==> src/hdl/cle_pkg.sv <==
// ============================================================================
// Console line editor package
// Types, event codes and control characters shared by the editor files.
// ============================================================================
package cle_pkg;

	localparam logic [7:0] CH_TAB   = 8'h09;
	localparam logic [7:0] CH_SPACE = 8'h20;
	localparam logic [7:0] CH_CR    = 8'h0D;
	localparam logic [7:0] CH_LF    = 8'h0A;
	localparam logic [7:0] CH_BS    = 8'h08;

	localparam logic [1:0] EV_NONE     = 2'd0;
	localparam logic [1:0] EV_COMPLETE = 2'd1;
	localparam logic [1:0] EV_OVERFLOW = 2'd2;
	localparam logic [1:0] EV_READ     = 2'd3;

	localparam logic ACT_RECEIVE = 1'b0;
	localparam logic ACT_READ    = 1'b1;

	localparam logic [1:0] POS_FIRST  = 2'd0;
	localparam logic [1:0] POS_SECOND = 2'd1;
	localparam logic [1:0] POS_THIRD  = 2'd2;

	typedef enum logic [2:0] {
		KIND_READ,
		KIND_END,
		KIND_BS,
		KIND_CHAR,
		KIND_NOP
	} kind_t;

endpackage

==> src/hdl/cle_in_if.sv <==
// ============================================================================
// Console line editor command channel
// Carries one received byte or one line store read request per beat.
// ============================================================================
interface cle_in_if;
	logic       valid;
	logic       ready;
	logic       action;
	logic [7:0] rx_byte;
	logic [6:0] read_index;

	modport source (output valid, output action, output rx_byte, output read_index,
		input ready);
	modport sink (input valid, input action, input rx_byte, input read_index,
		output ready);
endinterface

==> src/hdl/cle_out_if.sv <==
// ============================================================================
// Console line editor result channel
// Carries one echo, event or read result per beat.
// ============================================================================
interface cle_out_if;
	logic       valid;
	logic       ready;
	logic       echo_valid;
	logic [7:0] echo_byte;
	logic [1:0] event_res;
	logic [6:0] entry_length;
	logic [7:0] read_byte;
	logic       last;

	modport source (output valid, output echo_valid, output echo_byte, output event_res,
		output entry_length, output read_byte, output last, input ready);
	modport sink (input valid, input echo_valid, input echo_byte, input event_res,
		input entry_length, input read_byte, input last, output ready);
endinterface

==> src/hdl/cle_cfg_if.sv <==
// ============================================================================
// Console line editor configuration channel
// Carries the word mode bit; each beat writes the register.
// ============================================================================
interface cle_cfg_if;
	logic valid;
	logic ready;
	logic data;

	modport source (output valid, output data, input ready);
	modport sink (input valid, input data, output ready);
endinterface

==> src/hdl/cle_ram.sv <==
// ============================================================================
// Console line editor generic RAM
// One write port and one read port with a registered, enabled read.
// ============================================================================
module cle_ram #(
	parameter int WIDTH = 8,
	parameter int DEPTH = 65
) (
	input  logic                     clk,
	input  logic                     we,
	input  logic [$clog2(DEPTH)-1:0] waddr,
	input  logic [WIDTH-1:0]         wdata,
	input  logic                     re,
	input  logic [$clog2(DEPTH)-1:0] raddr,
	output logic [WIDTH-1:0]         rdata
);

	logic [WIDTH-1:0] mem_q [DEPTH];

	always_ff @(posedge clk) begin
		if (we) begin
			mem_q[waddr] <= wdata;
		end
		if (re) begin
			rdata <= mem_q[raddr];
		end
	end

endmodule

==> src/hdl/console_line_editor.sv <==
// ============================================================================
// Console line editor
// Assembles received console bytes into a line store with echo, backspace
// editing, entry completion and overflow reporting, and serves reads of it.
// ============================================================================
//
//  Channel  Role    Beat contents
//  -------  ------  ---------------------------------------------------------
//  cmd      sink    action, rx_byte, read_index
//  res      source  echo_valid, echo_byte, event_res, entry_length,
//                   read_byte, last
//  cfg      sink    word mode bit, always ready
//
// A command passes an input register and a result register, so its first
// result beat is offered from the result register. A backspace yields
// three result beats and holds the result register until the last is
// taken; every other command yields one beat, and a new command can be
// taken each cycle while the result register is not stalled. A backspace
// on an empty line yields no beat. Reset empties both stages and the line;
// no clearing pass is needed. A stalled result register stalls the input
// register, which then drops cmd.ready.
module console_line_editor #(
	parameter int LINE_LEN = 64
) (
	input  logic clk,
	input  logic arst_n,
	cle_in_if.sink    cmd,
	cle_out_if.source res,
	cle_cfg_if.sink   cfg
);

	localparam int FW = $clog2(LINE_LEN);
	localparam int AW = $clog2(LINE_LEN + 1);
	localparam int CW = (AW > 7) ? AW : 7;
	localparam logic [CW-1:0] LINE_LEN_W = CW'(LINE_LEN);
	localparam logic [FW-1:0] FILL_TOP = FW'(LINE_LEN - 1);

	logic word_mode_q;

	logic       v_s1;
	logic       action_s1;
	logic [7:0] byte_s1;
	logic [6:0] idx_s1;

	logic [FW-1:0] fill_q;
	logic [AW-1:0] hw_q;

	logic             v_s2;
	cle_pkg::kind_t   kind_s2;
	logic [7:0]       byte_s2;
	logic [1:0]       ev_s2;
	logic [6:0]       len_s2;
	logic             inr_s2;
	logic [1:0]       pos_q;

	cle_pkg::kind_t kind;
	logic           ends;
	logic           produces;
	logic           last_now;
	logic           s2_free;
	logic           adv1;
	logic           load2;
	logic [CW-1:0]  fill_ext;
	logic [CW-1:0]  idx_ext;
	logic           in_range;
	logic [1:0]     ev_new;
	logic [6:0]     len_new;
	logic           wrap;

	logic          ram_we;
	logic [AW-1:0] ram_waddr;
	logic [7:0]    ram_wdata;
	logic [7:0]    ram_rdata;

	assign cfg.ready = 1'b1;

	always_ff @(posedge clk or negedge arst_n) begin
		if (!arst_n) begin
			word_mode_q <= 1'b0;
		end else if (cfg.valid) begin
			word_mode_q <= cfg.data;
		end
	end

	// Input stage.
	assign cmd.ready = !v_s1 || adv1;

	always_ff @(posedge clk or negedge arst_n) begin
		if (!arst_n) begin
			v_s1 <= 1'b0;
		end else if (cmd.ready) begin
			v_s1 <= cmd.valid;
		end
	end

	always_ff @(posedge clk) begin
		if (cmd.valid && cmd.ready) begin
			action_s1 <= cmd.action;
			byte_s1   <= cmd.rx_byte;
			idx_s1    <= cmd.read_index;
		end
	end

	// Decode of the held command against the line state.
	assign fill_ext = CW'(fill_q);
	assign idx_ext  = CW'(idx_s1);
	assign in_range = idx_ext < CW'(hw_q);
	assign wrap     = fill_q == FILL_TOP;

	always_comb begin
		ends = (byte_s1 == cle_pkg::CH_CR) || (byte_s1 == cle_pkg::CH_LF) ||
			(word_mode_q && ((byte_s1 == cle_pkg::CH_TAB) || (byte_s1 == cle_pkg::CH_SPACE)));
		priority if (action_s1 == cle_pkg::ACT_READ) begin
			kind = cle_pkg::KIND_READ;
		end else if (ends) begin
			kind = cle_pkg::KIND_END;
		end else if (byte_s1 == cle_pkg::CH_BS) begin
			kind = (fill_q == '0) ? cle_pkg::KIND_NOP : cle_pkg::KIND_BS;
		end else begin
			kind = cle_pkg::KIND_CHAR;
		end
		produces = kind != cle_pkg::KIND_NOP;

		ev_new  = cle_pkg::EV_NONE;
		len_new = '0;
		unique case (kind)
			cle_pkg::KIND_READ: begin
				ev_new = cle_pkg::EV_READ;
			end
			cle_pkg::KIND_END: begin
				ev_new  = cle_pkg::EV_COMPLETE;
				len_new = fill_ext[6:0];
			end
			cle_pkg::KIND_CHAR: begin
				if (wrap) begin
					ev_new  = cle_pkg::EV_OVERFLOW;
					len_new = LINE_LEN_W[6:0];
				end
			end
			default: begin
				ev_new = cle_pkg::EV_NONE;
			end
		endcase
	end

	assign last_now = (kind_s2 != cle_pkg::KIND_BS) || (pos_q == cle_pkg::POS_THIRD);
	assign s2_free  = !v_s2 || (res.ready && last_now);
	assign adv1     = v_s1 && (!produces || s2_free);
	assign load2    = adv1 && produces;

	// Line state and store writes.
	always_comb begin
		ram_we    = 1'b0;
		ram_waddr = AW'(fill_q);
		ram_wdata = '0;
		if (adv1) begin
			unique case (kind)
				cle_pkg::KIND_END: begin
					ram_we = 1'b1;
				end
				cle_pkg::KIND_BS: begin
					ram_we    = 1'b1;
					ram_waddr = AW'(fill_q - FW'(1));
				end
				cle_pkg::KIND_CHAR: begin
					ram_we    = 1'b1;
					ram_wdata = byte_s1;
				end
				default: begin
					ram_we = 1'b0;
				end
			endcase
		end
	end

	always_ff @(posedge clk or negedge arst_n) begin
		if (!arst_n) begin
			fill_q <= '0;
			hw_q   <= '0;
		end else if (adv1) begin
			if ((kind == cle_pkg::KIND_END || kind == cle_pkg::KIND_CHAR) &&
				(AW'(fill_q) == hw_q)) begin
				hw_q <= hw_q + AW'(1);
			end
			unique case (kind)
				cle_pkg::KIND_END: begin
					fill_q <= '0;
				end
				cle_pkg::KIND_BS: begin
					fill_q <= fill_q - FW'(1);
				end
				cle_pkg::KIND_CHAR: begin
					fill_q <= wrap ? '0 : fill_q + FW'(1);
				end
				default: begin
					fill_q <= fill_q;
				end
			endcase
		end
	end

	cle_ram #(
		.WIDTH(8),
		.DEPTH(LINE_LEN + 1)
	) u_store (
		.clk   (clk),
		.we    (ram_we),
		.waddr (ram_waddr),
		.wdata (ram_wdata),
		.re    (load2 && (kind == cle_pkg::KIND_READ)),
		.raddr (idx_ext[AW-1:0]),
		.rdata (ram_rdata)
	);

	// Result stage.
	always_ff @(posedge clk or negedge arst_n) begin
		if (!arst_n) begin
			v_s2  <= 1'b0;
			pos_q <= cle_pkg::POS_FIRST;
		end else if (load2) begin
			v_s2  <= 1'b1;
			pos_q <= cle_pkg::POS_FIRST;
		end else if (v_s2 && res.ready) begin
			if (last_now) begin
				v_s2  <= 1'b0;
				pos_q <= cle_pkg::POS_FIRST;
			end else begin
				pos_q <= pos_q + 2'd1;
			end
		end
	end

	always_ff @(posedge clk) begin
		if (load2) begin
			kind_s2 <= kind;
			byte_s2 <= byte_s1;
			ev_s2   <= ev_new;
			len_s2  <= len_new;
			inr_s2  <= in_range;
		end
	end

	always_comb begin
		res.valid        = v_s2;
		res.echo_valid   = 1'b1;
		res.echo_byte    = byte_s2;
		res.event_res    = ev_s2;
		res.entry_length = len_s2;
		res.read_byte    = '0;
		res.last         = last_now;
		unique case (kind_s2)
			cle_pkg::KIND_READ: begin
				res.echo_valid = 1'b0;
				res.echo_byte  = '0;
				res.read_byte  = inr_s2 ? ram_rdata : 8'h00;
			end
			cle_pkg::KIND_BS: begin
				res.echo_byte = (pos_q == cle_pkg::POS_SECOND) ? cle_pkg::CH_SPACE
					: cle_pkg::CH_BS;
			end
			default: begin
				res.echo_byte = byte_s2;
			end
		endcase
	end

endmodule

==> src/flat_wrapper.sv <==
// flat-port wrapper written by rule: the top's interface ports become plain ports
module console_line_editor_flat 
#(
	parameter int LINE_LEN = 64
)
  (clk, arst_n, cmd_valid, cmd_action, cmd_rx_byte, cmd_read_index, cmd_ready, res_valid, res_echo_valid, res_echo_byte, res_event_res, res_entry_length, res_read_byte, res_last, res_ready, cfg_valid, cfg_data, cfg_ready);
  cle_in_if cmd_i ();
  cle_out_if res_i ();
  cle_cfg_if cfg_i ();
  input  logic clk;
  input  logic arst_n;
  input wire logic [$bits(cmd_i.valid)-1:0] cmd_valid;
  input wire logic [$bits(cmd_i.action)-1:0] cmd_action;
  input wire logic [$bits(cmd_i.rx_byte)-1:0] cmd_rx_byte;
  input wire logic [$bits(cmd_i.read_index)-1:0] cmd_read_index;
  output wire logic [$bits(cmd_i.ready)-1:0] cmd_ready;
  output wire logic [$bits(res_i.valid)-1:0] res_valid;
  output wire logic [$bits(res_i.echo_valid)-1:0] res_echo_valid;
  output wire logic [$bits(res_i.echo_byte)-1:0] res_echo_byte;
  output wire logic [$bits(res_i.event_res)-1:0] res_event_res;
  output wire logic [$bits(res_i.entry_length)-1:0] res_entry_length;
  output wire logic [$bits(res_i.read_byte)-1:0] res_read_byte;
  output wire logic [$bits(res_i.last)-1:0] res_last;
  input wire logic [$bits(res_i.ready)-1:0] res_ready;
  input wire logic [$bits(cfg_i.valid)-1:0] cfg_valid;
  input wire logic [$bits(cfg_i.data)-1:0] cfg_data;
  output wire logic [$bits(cfg_i.ready)-1:0] cfg_ready;
  assign cmd_i.valid = cmd_valid;
  assign cmd_i.action = cmd_action;
  assign cmd_i.rx_byte = cmd_rx_byte;
  assign cmd_i.read_index = cmd_read_index;
  assign cmd_ready = cmd_i.ready;
  assign res_valid = res_i.valid;
  assign res_echo_valid = res_i.echo_valid;
  assign res_echo_byte = res_i.echo_byte;
  assign res_event_res = res_i.event_res;
  assign res_entry_length = res_i.entry_length;
  assign res_read_byte = res_i.read_byte;
  assign res_last = res_i.last;
  assign res_i.ready = res_ready;
  assign cfg_i.valid = cfg_valid;
  assign cfg_i.data = cfg_data;
  assign cfg_ready = cfg_i.ready;
  console_line_editor #(.LINE_LEN(LINE_LEN)) u_core (.clk(clk), .arst_n(arst_n), .cmd(cmd_i), .res(res_i), .cfg(cfg_i));
endmodule
==> config.mk <==
export PLATFORM = sky130hd
export DESIGN_NAME = console_line_editor_flat
export DESIGN_NICKNAME = d
export VERILOG_FILES = /design/src/hdl/cle_pkg.sv /design/src/hdl/cle_in_if.sv /design/src/hdl/cle_out_if.sv /design/src/hdl/cle_cfg_if.sv /design/src/hdl/cle_ram.sv /design/src/hdl/console_line_editor.sv /design/src/flat_wrapper.sv
export SDC_FILE = /design/constraint.sdc
export NUM_CORES = 1
export LEC_CHECK = 0
export BUFFER_PORTS_ARGS = -buffer_cell sky130_fd_sc_hd__clkbuf_2
export CAP_MARGIN = 15
export CORE_ASPECT_RATIO = 0.6
export CORE_MARGIN = 5
export CORE_UTILIZATION = 46
export DETAILED_ROUTE_END_ITERATION = 8
export GPL_TIMING_DRIVEN = 0
export HOLD_SLACK_MARGIN = 0.06
export RECOVER_POWER = 50
export SYNTH_ARGS = -nofsm -noshare
export SYNTH_HDL_FRONTEND = slang
export SYNTH_HIERARCHICAL = 1
export SYNTH_SLANG_ARGS = --single-unit
==> constraint.sdc <==
create_clock -name clk -period 4.2 [get_ports clk]
set_input_delay 0 -clock clk [delete_from_list [all_inputs] [get_ports clk]]
set_output_delay 0 -clock clk [all_outputs]
set_load 0.01 [all_outputs]
Word level (Yosys, flattened, before mapping)
Memory sizes are Yosys's and may differ from the RTL's. A register that Yosys moved wholly into a read port is not among the register bits.
Cells that the tools add are included.
{"block": "totals", "elab_cells": 94, "ram_bits": 520, "output_inout_bits": 30, "memories": 1, "ff_bits": 55}
{"name": "u_core.u_store.mem_q", "depth": 65, "word_bits": 8, "rd": 1, "rd_ports_with_merged_regs": 1, "write_ports": 1, "line": "cle_ram.sv:18", "source": "logic [WIDTH-1:0] mem_q [DEPTH];"}
{"block": "classes", "n_reduce_logical": 29, "n_addsub": 5, "magnitude_cmp": 1, "muxes": 29, "eq_ne": 15}
{"operator": "equality test 8 x 4 -> 1 bit, second input constant", "count": 4}
{"operator": "2-to-1 mux 8 bit", "count": 4}
{"operator": "2-to-1 mux 7 bit", "count": 3}
{"operator": "one-hot mux 6 bit (3 select lines)", "count": 1}
{"operator": "one-hot mux 8 bit (2 select lines)", "count": 1}
{"operator": "one-hot mux 7 bit (2 select lines)", "count": 1}
{"operator": "2-to-1 mux 3 bit", "count": 4}
{"operator": "2-to-1 mux 6 bit", "count": 2}
{"operator": "equality test 3 x 2 -> 1 bit, second input constant", "count": 3}
{"operator": "equality test 8 x 6 -> 1 bit, second input constant", "count": 1}
{"operator": "logical AND 1 bit", "count": 8}
{"operator": "logical OR 1 bit", "count": 8}
{"operator": "2-to-1 mux 1 bit", "count": 8}
{"operator": "2-to-1 mux 2 bit", "count": 4}
{"operator": "adder 7 x 1 -> 7 bit, second input constant", "count": 1}
{"operator": "equality test 6 x 7 -> 1 bit", "count": 1}
{"operator": "< comparator 7 bit", "count": 1}
{"operator": "subtractor 6 x 1 -> 7 bit, second input constant", "count": 1}
{"operator": "adder 6 x 1 -> 6 bit, second input constant", "count": 1}
{"operator": "equality test 6 bit, second input constant", "count": 1}
{"operator": "zero test 3 bit", "count": 2}
{"operator": "zero test 6 bit", "count": 1}
{"operator": "one-hot mux 2 bit (3 select lines)", "count": 1}
{"operator": "AND reduction 2 bit", "count": 3}
{"operator": "other kinds (11)", "count": 14}

Depth between registers and ports, before layout
Gate-level depths: netlist of run 1.
{"block": "logic_depth", "word_depth": 13, "mapped_depth": 12}

Modules after synthesis
The synthesis of run 1 kept the hierarchy.
{"mod": "cle_ram", "area_per_inst_um2": 20519.7, "n_inst": 1, "cells_per_inst": 944}
{"mod": "console_line_editor", "area_per_inst_um2": 3024.2, "n_inst": 1, "cells_per_inst": 272}

Least setup slack after synthesis of run 1
OpenSTA, ideal clock, no wires.
{"block": "synth_path", "kind": "register to register", "from": "register u_core.byte_s1[0]", "to": "memory u_core.u_store.mem_q[14][0], enable pin", "stages_incl_launch_ff": 11, "required_time_ns": 3.817, "synth_period_minus_slack_ns": 3.914, "path_slack_ns": 0.286, "path_buffers": 2, "arrival_time_ns": 3.531, "cell_sequence": "edfxtp_1 > or3_4 > or3_1 > buf_2 > or4_4 > buf_6 > nor4b_4 > xor2_1 > nor2b_1 > nand3_1 > nor3_1"}
{"item": "start: declaration", "line": "console_line_editor.sv:42", "source": "logic [7:0] byte_s1;"}
{"item": "start signal: assignment", "line": "console_line_editor.sv:99", "source": "byte_s1 <= cmd.rx_byte;"}
{"item": "equality test 8 x 4 -> 1 bit or equality test 8 x 6 -> 1 bit (tied branches)", "line": "console_line_editor.sv:112", "source": "(word_mode_q && ((byte_s1 == cle_pkg::CH_TAB) || (byte_s1 == cle_pkg::CH_SPACE)));"}
{"item": "logical OR 1 bit", "line": "console_line_editor.sv:112"}
{"item": "logical AND 1 bit", "line": "console_line_editor.sv:112"}
{"item": "logical OR 1 bit", "line": "console_line_editor.sv:111", "source": "ends = (byte_s1 == cle_pkg::CH_CR) || (byte_s1 == cle_pkg::CH_LF) ||"}
{"item": "2-to-1 mux 3 bit (*)", "line": "console_line_editor.sv:115", "source": "end else if (ends) begin"}
{"item": "2-to-1 mux 3 bit (*)", "line": "console_line_editor.sv:113", "source": "priority if (action_s1 == cle_pkg::ACT_READ) begin"}
{"item": "inequality test 3 bit", "line": "console_line_editor.sv:122", "source": "produces = kind != cle_pkg::KIND_NOP;"}
{"item": "zero test 1 bit", "line": "console_line_editor.sv:148", "source": "assign adv1 = v_s1 && (!produces || s2_free);"}
{"item": "logical OR 1 bit", "line": "console_line_editor.sv:148"}
{"item": "logical AND 1 bit", "line": "console_line_editor.sv:148"}
{"item": "2-to-1 mux 7 bit (*)", "line": "console_line_editor.sv:156", "source": "if (adv1) begin"}
{"item": "via u_core.ram_waddr[3]", "line": "console_line_editor.sv:71", "source": "logic [AW-1:0] ram_waddr;"}
{"item": "end: declaration", "line": "cle_ram.sv:18"}
Mark *: on every way through the listed nets, which the timed path passes. The rest lies on a longest branch.

Final worst setup path of run 1
{"block": "layout_path", "from": "register u_core.byte_s1[4]", "to": "memory u_core.u_store.mem_q[10][0], enable pin"}
The elaborated chain is that of the path after synthesis.

==> results.md, run 1 <==
- First-pass DRT Iterations: 5
- Initial detailed-routing violation count: 1529
- Most common cell in the netlist: edfxtp_1
- CP endpoint: u_core/u_store/mem_q[10][0]
- TritonCTS buffer count: 52
- Internal Power: 9470 uW
- Final period util: 101%
- Total Routing Usage GR: 20.3%
- Residual DRC count: 0
- Mapped Cells: 1216
- EDFF count, synth: 565
- Setup Viol. Count Final: 32
- Final max-slew violation count: 0
- Critical Path RT: 4470 ps
- Die Y: about 190 um
- Crit path kind: reg2reg
- CTS tree: yes
- Hpwl dp: roughly 38000 um
- Crit-path max FO: 8
- Startpoint Class: flip-flop
- PwrDens: 442 nW/um^2
- Area Growth Syn to Fin: 20.1%
- Mean post-synth cell area: just under 20 um^2
- Synthesized flop and latch total: 583
- Flop pwr share: ~52%
- Asr flop ratio synth: 3.09%
- Violated checks: negative setup slack
- Clock skew: 16.3 ps
- Most used cell, CP: or3_1
- Initial antenna violation count: 0
- Min Clock Period, post-route: 4260 ps
- FF-to-FF setup slack: -60 ps
- Top cells by count, synth: edfxtp_1, mux4_2, nor2_1, mux2i_1, mux2_2
- Max-capacitance violation count: 0
- Final Routed Wirelength: 57200 um
- Setup crit start: u_core/byte_s1[4]
- Routed vias/inst: 5.90
- CP cell instances: or3_1, clkbuf_1, or3_1, buf_2, or4_4, buf_6, nor4b_4, xor2_2, nor2b_2, nand3_4, nor3_4, buf_12
- Dpl cells: between 1500 and 2000
- Max Root-Sink Buffers: 3
- Pin count of the biggest net entering global routing: 50
- Post-synth top flop: edfxtp_1
- Clock Latency Late Sink: 570 ps
- Avg WL per Cell: 26.8 um
- Largest delay share family, worst path: simple AND/OR/NAND/NOR gates
- HP Class: in2reg
- Worst Setup Slack, final: -56.8 ps
- Final hold violation count: 0
- Combinational Power Share: between 10% and 20%
- VDD IR max: between 200 and 300 uV
- RSZ-0062 raised after global routing: true
- Die W: 302 um
- Buf/Inv on CP: 4
- Routed vias: around 13000
- Register area share after synthesis: 74.0%
- Die area: between 50000 and 60000 um^2
- Num ports: 52
- Setup TNS: -839 ps
- Worst-Margin Slew: 1030 ps
- Peak Freq: 235 MHz
- Buffers on Ports: 50
- Sw Pwr: just over 3000 uW
- CP peak stage delay: between 500 and 600 ps
- Ratio of cells with drive above 1 in the final layout: between 30 and 40%
- H-Tree Level Count: 2
- Status: finished, violations left
- Cell Area, Synth: 23500 um^2
- Synth top area share: 72.1%
- Antenna diodes: 0
- Clock sinks: 583
- Fin nets: 1445
- Vias in the first global route: 12300
- Initial Util: 46.4%
- Sw Ratio: about 24%
- Part of the power in the clock network: between 30% and 40%
- Reg2reg end: u_core/u_store/mem_q[10][0]
- Largest cells by area after synthesis: edfxtp_1, mux4_2, dfrtp_1
- Antenna Nets Post-Route: 0
- Layout Utilization: 55.7%
- Row cnt: 64
- Max-slew headroom: 31.1%
- Fin cells: 2137
- R2R depth: 12
- Arr. time, crit path: 4530 ps
- Placer Congestion: 0.899
- Library cells used by synthesis: 68
- Slowest stage cell on the critical path: or4_4
- Grt ovf: 0
- First-pass GRT wire length: 83400 um
- Clock transition at the registers of the reported paths: 70 ps
- CP Capture Type: flip-flop
- Clock tree root driver cell: clkbuf_16
- Core area: 50800 um^2
- Synth area leader: edfxtp_1
- Worst r2r src: u_core/byte_s1[4]
- LEAKAGE: 0.00916 uW
- Critical path depth: 12
- Synth Warn #: 6
[power groups by stage]
stage / sequential, uW / combinational (uW) / clock [uW]
after floorplan: 6650 / 795 / 0
after global routing: 6550 / 1550 / 4830
after CTS: 6540 / 1350 / 4590
after detailed placement: 6670 / 1230 / 0
final: 6540 / 1470 / 4490
after global placement: 6680 / 1170 / 0
[cells in the final DEF, fill, tap and decap left out, types with 18 or more instances in the layout]
cell type        n
dlygate4sd3_1   23
mux4_2         120
mux2i_1         42
clkbuf_2        34
nor2_4          55
buf_2           25
buf_12          48
mux2_2          35
edfxtp_1       565
dfrtp_1         18
nor2_1          25
buf_4           19
clkbuf_1        56
clkbuf_16       53
[flip-flops by register name (all words and copies together) (netlist names), 3 cells and up]
name	cells
u_core/u_store/mem_q	520
u_core/byte_s1	8
u_core/byte_s2	8
u_core/u_store/rdata	8
u_core/hw_q	7
u_core/idx_ext	7
u_core/res.entry_length	7
u_core/fill_q	6
u_core/kind_s2	3
[timing repair]
action                                 4_1_cts  5_1_grt
buffers inserted                            31       22
pin swaps                                   22       22
gates resized for setup                    122       53
hold buffers                                23        0
endpoints found under the hold margin       40        0
setup endpoints to repair                  508      512
[per-layer routing]
metal / part of all wire [%] / track usage, %
met1: 48 / 34.3
met3: 8.4 / 3.75
met5: 0 / 0
met2: 42 / 27.7
met4: 1.4 / 3.38
[stage by stage]
stage | instance area (um^2) | worst slack [ps] | hold slack [ps] | total power [uW]
final | 28300 | -56.8 | 149 | 12500
after global routing | 28300 | -216 | 140 | 12900
after detailed placement | 24900 | -779 | -0.506 | 7890
after CTS | 27700 | -235 | 111 | 12500
after floorplan | 23600 | 286 | -296 | 7450
after global placement | 24700 | -1010 | -0.240 | 7850
[cell type report]
cell class	count	area [um^2]
Tap cell	693	867
Timing Repair Buffer	139	1560
Multi-Input combinational cell	552	6480
Buffer	67	337
Inverter	16	60.1
Clock inverter	24	196
Fill cell	3872	22500
Sequential cell	583	17400
Clock buffer	63	1360
[worst min-delay path by stage]
stage / startpoint / end / slack, ps / cells after the start
6_report: cmd_action / u_core/action_s1 / 150 / 2
5_1_grt: cmd_read_index[2] / u_core/idx_ext[2] / 140 / 2
4_1_cts: cmd_action / u_core/action_s1 / 110 / 2
3_5_place_dp: arst_n / u_core/pos_q[1] / -0.5 / 1
3_3_place_gp: arst_n / u_core/pos_q[1] / -0.2 / 1
2_1_floorplan: arst_n / u_core/fill_q[0] / -300 / 0
[cell families (layout without fill, tap and decap cells)]
group | after synthesis | count (layout) | share of synthesized area [%]
other cells | 2 | 4 | 0.0319
simple gates | 228 | 228 | 5.03
flops | 583 | 583 | 74.0
xor+xnor | 17 | 17 | 0.632
buf+inv | 83 | 309 | 1.63
mux | 197 | 197 | 14.9
compound gates | 94 | 94 | 3.12
fa+ha+maj | 12 | 12 | 0.638
Note: power is estimated with default switching activity, not from simulation.
==> run 2, diff against run 1 <==
--- a/config.mk
+++ b/config.mk
@@ -7,12 +7,15 @@
 export LEC_CHECK = 0
 export BUFFER_PORTS_ARGS = -buffer_cell sky130_fd_sc_hd__clkbuf_2
 export CAP_MARGIN = 15
+export CELL_PAD_IN_SITES_DETAIL_PLACEMENT = 1
+export CELL_PAD_IN_SITES_GLOBAL_PLACEMENT = 1
 export CORE_ASPECT_RATIO = 0.6
 export CORE_MARGIN = 5
 export CORE_UTILIZATION = 46
 export DETAILED_ROUTE_END_ITERATION = 8
 export GPL_TIMING_DRIVEN = 0
 export HOLD_SLACK_MARGIN = 0.06
+export PLACE_DENSITY_LB_ADDON = 0.1
 export RECOVER_POWER = 50
 export SYNTH_ARGS = -nofsm -noshare
 export SYNTH_HDL_FRONTEND = slang
==> results.md, run 2 (synthesis gave the netlist of run 1 again) <==
- Grt ovf: 0
- Largest delay share family, worst path: simple AND/OR/NAND/NOR gates
- LEAKAGE: between 0.009 and 0.01 uW
- Total Routing Usage GR: 22.3%
- Pin count of the biggest net entering global routing: 49
- Antenna Nets Post-Route: 0
- Avg WL per Cell: 28.9 um
- Setup crit start: u_core/byte_s1[7]
- Die Y: 185 um
- Num ports: 52
- Buffers on Ports: 50
- Hold_sp: cmd_read_index[6]
- Hpwl dp: 41900 um
- Clock sinks: slightly below 600
- CTS tree: yes
- Worst r2r src: u_core/byte_s1[7]
- Area Growth Syn to Fin: 22.3%
- Initial antenna violation count: 0
- Startpoint Class: flip-flop
- Fin nets: 1470
- RSZ-0062 raised after global routing: true
- CP peak stage delay: roughly 520 ps
- Routed vias/inst: slightly below 6
- H-Tree Level Count: 2
- Die area: 56000 um^2
- VDD IR max: approximately 350 uV
- Arr. time, crit path: about 4400 ps
- Ratio of cells with drive above 1 in the final layout: about a third
- Status: finished clean
- Final period util: 98.4%
- PwrDens: ~460 nW/um^2
- Initial detailed-routing violation count: between 1000 and 1500
- Final Routed Wirelength: approximately 63000 um
- CP cell instances: or3_1, clkbuf_1, or3_1, buf_2, or4_4, buf_6, nor4b_4, xor2_4, nor2_2, nand3_4, buf_4, nor3_4, buf_4
- Setup Viol. Count Final: 0
- Vias in the first global route: 12700
- Crit-path max FO: 8
- Min Clock Period, post-route: 4130 ps
- Max-capacitance violation count: 0
- Final max-slew violation count: 0
- Most frequent cells in the layout: edfxtp_1, mux4_2, nor2_4
- Buf/Inv on CP: 5
- Max reg flops: 520
- Setup TNS: 0 ps
- Max-slew headroom: 29.0%
- CP Capture Type: flip-flop
- WHS: 130 ps
- Critical Path RT: about 4500 ps
- Clock skew: 22.9 ps
- Slowest stage cell on the critical path: or4_4
- Residual DRC count: 0
- TritonCTS buffer count: 54
- Antenna diodes: 0
- Clock transition at the registers of the reported paths: about 60 ps
- Row cnt: 64
- Final hold violation count: 0
- First-pass DRT Iterations: 5
- Clock tree root driver cell: clkbuf_16
- Worst-Margin Slew: 1060 ps
- Routed vias: between 10000 and 15000
- Peak Freq: approximately 240 MHz
- Max Root-Sink Buffers: 3
- HP Class: in2reg
- Placer Congestion: around 0.85
- Biggest register: u_core/u_store/mem_q
- First-pass GRT wire length: 89700 um
- Initial Util: 46.4%
- Crit path kind: reg2reg
- Die W: 302 um
- Clock Latency Late Sink: about 600 ps
- Most common cell after layout, fill and taps aside: edfxtp_1
- Core area: 50800 um^2
run 2: cell count changes in the layout (fill, tap and decap cells not counted), sizes merged:
cell	previous run	this run
buf	102	127
bufinv	3	8
clkbuf	144	141
clkinv	18	25
clkinvlp	3	2
inv	16	18
run 2: what timing repair did:
action                                  CTS  global route
pin swaps                                27            25
hold endpoints to repair                 40             0
resized for setup                       160            26
hold buffers                             23             0
endpoints found under the setup margin  512           477
setup buffers                            36            38
run 2: power breakdown:
| group | internal (uW) | switching, uW | leakage, uW |
|---|---|---|---|
| clock | 2880 | 2150 | 0.000869 |
| sequential | 6480 | 69.1 | 0.00546 |
| combinational | 540 | 1020 | 0.00306 |
| total | 9900 | 3230 | 0.00939 |
run 2: worst paths after layout:
kind                                               end  slack [ps]  depth (start not counted)
max in group asynchronous               u_core/hw_q[0]        2570                          4
hold reg to reg                      u_core/byte_s2[4]         510                          0
min in group asynchronous              u_core/pos_q[1]         430                          3
setup / recovery           u_core/u_store/mem_q[34][7]          70                         13
setup reg to reg           u_core/u_store/mem_q[34][7]          70                         13
hold / removal                       u_core/idx_ext[6]         130                          2
run 2: routing by layer:
metal | share of wire (%) | global-route usage, %
met5 | 0 | 0
met2 | 43 | 31.7
met3 | 7.0 | 4.65
met1 | 49 | 36.4
met4 | 1.1 | 3.23
run 2: worst register-to-register path, delay by kind of cell (launching register included):
family | cells | cell delay, ps
XOR/XNOR | 1 | 170
buffers and inverters | 5 | 940
flip-flops | 1 | 440
AND/OR/NAND/NOR | 7 | 2310
run 2: metrics by stage:
step                      power (uW)  cells  worst slack [ps]  instance area (um^2)  utilization (%)
after detailed placement        7950   1976             -1140                 24900             49.1
after floorplan                 7450   1218               286                 23600                -
after global routing           13600   2172              -100                 28800             56.7
final                          13100   2172              67.1                 28800             56.7
after CTS                      13100   2134             -48.3                 28200             55.5
after global placement          7900   1961             -1330                 24700             48.6
run 2: cell type report:
type                       count  area, um^2
clock buffer                  62        1400
tap                          693         867
clock inverter                37         378
multi-input combinational    552        6530
fill                        4495       22000
inverter                      16        60.1
buffer                        66         339
sequential                   583       17400
timing repair buffer         163        1810
